File: config.mk
export PLATFORM = sky130hd
export DESIGN_NAME = agas_ram
export DESIGN_NICKNAME = d
export VERILOG_FILES = /design/src/agas_ram.sv
export SDC_FILE = /design/constraint.sdc
export NUM_CORES = 1
export LEC_CHECK = 0
export ABC_AREA = 1
export BUFFER_PORTS_ARGS = -buffer_cell sky130_fd_sc_hd__buf_2
export CORE_ASPECT_RATIO = 1.1
export CORE_MARGIN = 4
export CORE_UTILIZATION = 33
export DETAILED_ROUTE_END_ITERATION = 8
export GPL_ROUTABILITY_DRIVEN = 0
export PLACE_DENSITY = 0.56
export RECOVER_POWER = 25
export SYNTH_ARGS = -nofsm -noshare
export SYNTH_HDL_FRONTEND = slang
export SYNTH_SLANG_ARGS = --single-unit
File: constraint.sdc
create_clock -name clk -period 3.92 [get_ports clk]
set_input_delay 0.588 -clock clk [delete_from_list [all_inputs] [get_ports clk]]
set_output_delay 0.588 -clock clk [all_outputs]
set_load 0.005 [all_outputs]
File: src/agas_ram.sv
// Simple dual-port memory: one write port, one registered read port.
module agas_ram
  #(
    parameter int DW    = 8,
    parameter int DEPTH = 64,
    parameter int AW    = $clog2(DEPTH)
  )
  (
    input  logic          clk,
    input  logic          we,
    input  logic [AW-1:0] waddr,
    input  logic [DW-1:0] wdata,
    input  logic [AW-1:0] raddr,
    output logic [DW-1:0] rdata
  );

  logic [DW-1:0] mem [DEPTH];

  // write port
  always_ff @(posedge clk) begin
    if (we) begin
      mem[waddr] <= wdata;
    end
  end

  // registered read port
  always_ff @(posedge clk) begin
    rdata <= mem[raddr];
  end

endmodule

==> flow_metrics.env <==
export IMPL_detail_route_iter0_violations=1291
export IMPL_status="finished, violations left"
export IMPL_end_kind="flop"
export IMPL_fin_crit_sh_pct=61.0
export IMPL_yosysSeqAreaShare_pct=72.8
export IMPL_clkLatencyLatePin_ps=590
export IMPL_dr_pass1_iters=5
export IMPL_groute_usage_overall_pct=15.9
export IMPL_setup_worst_path_class="in2reg"
export IMPL_seqCellArea_sq_um=15500
export IMPL_root_buffer="clkbuf_16"
export IMPL_setup_tns_ps=0
export IMPL_synth_cells=1805
export IMPL_avgSynthCellArea_sq_um=11.8
export IMPL_coreArea_sq_um=63800
export IMPL_path_clk_slew_ps=60
export IMPL_p_leak_uw=0.00863
export IMPL_drc=0
export IMPL_hold_violations=0
export IMPL_max_stage_delay_ps=1610
export IMPL_cts_sinks=520
export IMPL_post_cts_setup_buffers=0
export IMPL_crit_cells=2
export IMPL_drive_gt1_share_pct=9.11
export IMPL_dpl_cell_area_sq_um=22400
export IMPL_critPathBufInv=2
export IMPL_grt_overflow=0
export IMPL_path_cells="clkbuf_1 -> buf_4"
export IMPL_grt_max_degree=92
export IMPL_synth_cell_types=16
export IMPL_multi_input_area_sq_um=4950
export IMPL_crit_family="buffers and inverters"
export IMPL_holdWs_ps=359
export IMPL_vias=13826
export IMPL_power_density_nw_per_um2=492
export IMPL_post_dp_hpwl_microns=32100
export IMPL_port_buffer_count=29
export IMPL_fin_skew_ps=13.8
export IMPL_numCtsBuffers=54
export IMPL_die_x_microns=250
export IMPL_synth_area_mux_share_pct=0
export IMPL_whs_path_depth=3
export IMPL_hold_path_class="in2reg"
export IMPL_setup_viol=0
export IMPL_routedWlPerCell_microns=20.3
export IMPL_synth_top_family_by_area="simple AND/OR/NAND/NOR gates"
export IMPL_io_pins=30
export IMPL_areaGrowthSynthToFinish_pct=13.1
export IMPL_synth_compound_area_share_pct=0
export IMPL_cts_tree="done"
export IMPL_cts_path_max_buffers=3
export IMPL_ir_drop_v=0.000297
export IMPL_h_tree_depth=2
export IMPL_violations="capacitance limit, slew limit"
export IMPL_drv_cap=5
export IMPL_crit_required_ps=4310
export IMPL_ys_seq_elements=520
export IMPL_grt_pass1_vias=13627
export IMPL_synth_xor_area_share_pct=0
export IMPL_die_area_sq_um=68800
export IMPL_finish_instance_area_sq_um=24100
export IMPL_syn_area_sq_um=21300
export IMPL_fp_dieH_microns=275
export IMPL_grt_pass1_wl_microns=84300
export IMPL_cts_resized=0
export IMPL_synth_yosys_warnings=0
export IMPL_cp_start_kind="primary input"
export IMPL_synthSimpleGateAreaFrac_pct=23.2
export IMPL_antenna_found_initial=2
export IMPL_fmax_mhz=418
export IMPL_fillerInstances=6228
export IMPL_start_util_pct=33.4
export IMPL_core_rowCount=97
export IMPL_via_per_inst=5.04
export IMPL_final_nets=1876
export IMPL_rsz0062_at_grt="no"
export IMPL_syn_num_nets=1827
export IMPL_ant_nets=0
export IMPL_hold_buffers=0
export IMPL_tightest_slew_ps=2320
export IMPL_slew_headroom_pct=-54.5
export IMPL_finalMaxSlewViolations=217
export IMPL_slowest_stage="clkbuf_1"
export IMPL_routed_wl_microns=55500
export IMPL_path_max_fanout=40
export IMPL_yosys_area_share_adder_pct=0
export IMPL_period_needed_ps=2390
export IMPL_arrival_ps=2780
export IMPL_worstRegToRegCells=8
[metrics by stage]
| step | cells | total power, uW | util [%] | setup WS, ps |
|---|---|---|---|---|
| floorplan | 1805 | 6720 | - | 1570 |
| global placement | 2639 | 7010 | 35.1 | 1120 |
| detailed placement | 2639 | 7020 | 35.1 | 1120 |
| CTS | 2740 | 12000 | 37.8 | 1740 |
| global route | 2740 | 12300 | 37.8 | 1380 |
| finish | 2741 | 11900 | 37.8 | 1530 |
[layer usage]
| layer | up-vias | share of wire [%] | GRT usage (%) | wire length, microns |
|---|---|---|---|---|
| li1 | 6451 | - | - | - |
| met1 | 6818 | 43 | 21.6 | 24100 |
| met2 | 456 | 47 | 26.4 | 26200 |
| met3 | 99 | 6.8 | 2.95 | 3770 |
| met4 | 2 | 2.6 | 4.48 | 1430 |
| met5 | - | 0.023 | 0 | 13 |
[where the power goes]
part | internal (uW) | switching, uW | total (uW)
Clock | 2920 | 2050 | 4970
Combinational | 180 | 544 | 724
Sequential | 6160 | 14.2 | 6170
Total | 9260 | 2610 | 11900
[cell type report]
| class | instances | area share, % |
|---|---|---|
| Antenna cell | 1 | 0.0104 |
| Clock buffer | 80 | 6.43 |
| Clock inverter | 21 | 0.689 |
| Inverter | 12 | 0.228 |
| Multi-Input combinational cell | 1160 | 20.5 |
| Sequential cell | 520 | 64.4 |
| Tap cell | 841 | 4.36 |
| Timing Repair Buffer | 106 | 3.44 |
[synth_stat cells]
cell	n	area share, %
buf_1	10	0.18
buf_2	37	0.87
buf_4	14	0.49
buf_6	35	1.8
buf_8	2	0.14
clkbuf_1	15	0.26
dfxtp_1	8	0.75
edfxtp_1	512	72
inv_1	10	0.18
inv_2	1	0.018
inv_6	1	0.041
nand2_1	648	11
nand3_1	439	10
nand4_1	9	0.26
nor2_1	56	0.99
nor4_1	8	0.23
[kinds of logic (layout without fill, tap and decap cells)]
kind of cell  Yosys count  after routing
other cells             0              1
flops                 520            520
buf+inv               125            219
simple gates         1160           1160
[registers in the layout (all words and copies together), names as in the netlist]
signal and cells:
mem 512, rdata 8
[cells in the final DEF, fill, tap and decap left out, types with 3 or more instances in the layout]
cell         n
buf_2       22
buf_12       9
inv_1        9
dfxtp_1      8
nor2_1      56
clkbuf_8     5
buf_4       66
nand2_1    648
clkbuf_1    26
nor4_1       8
clkbuf_16   57
bufinv_16    3
clkinv_1    11
edfxtp_1   512
clkinv_2     7
nand4_1      9
nand3_1    439
[worst paths after layout]
check / start / end / slack (ps)
min: raddr[5] / rdata[5] / 360
max reg2reg: mem[55][3] / rdata[3] / 2280
max: wdata[1] / mem[56][1] / 1530
min reg2reg: mem[44][5] / rdata[5] / 790
(Power assumes the default switching activity.)
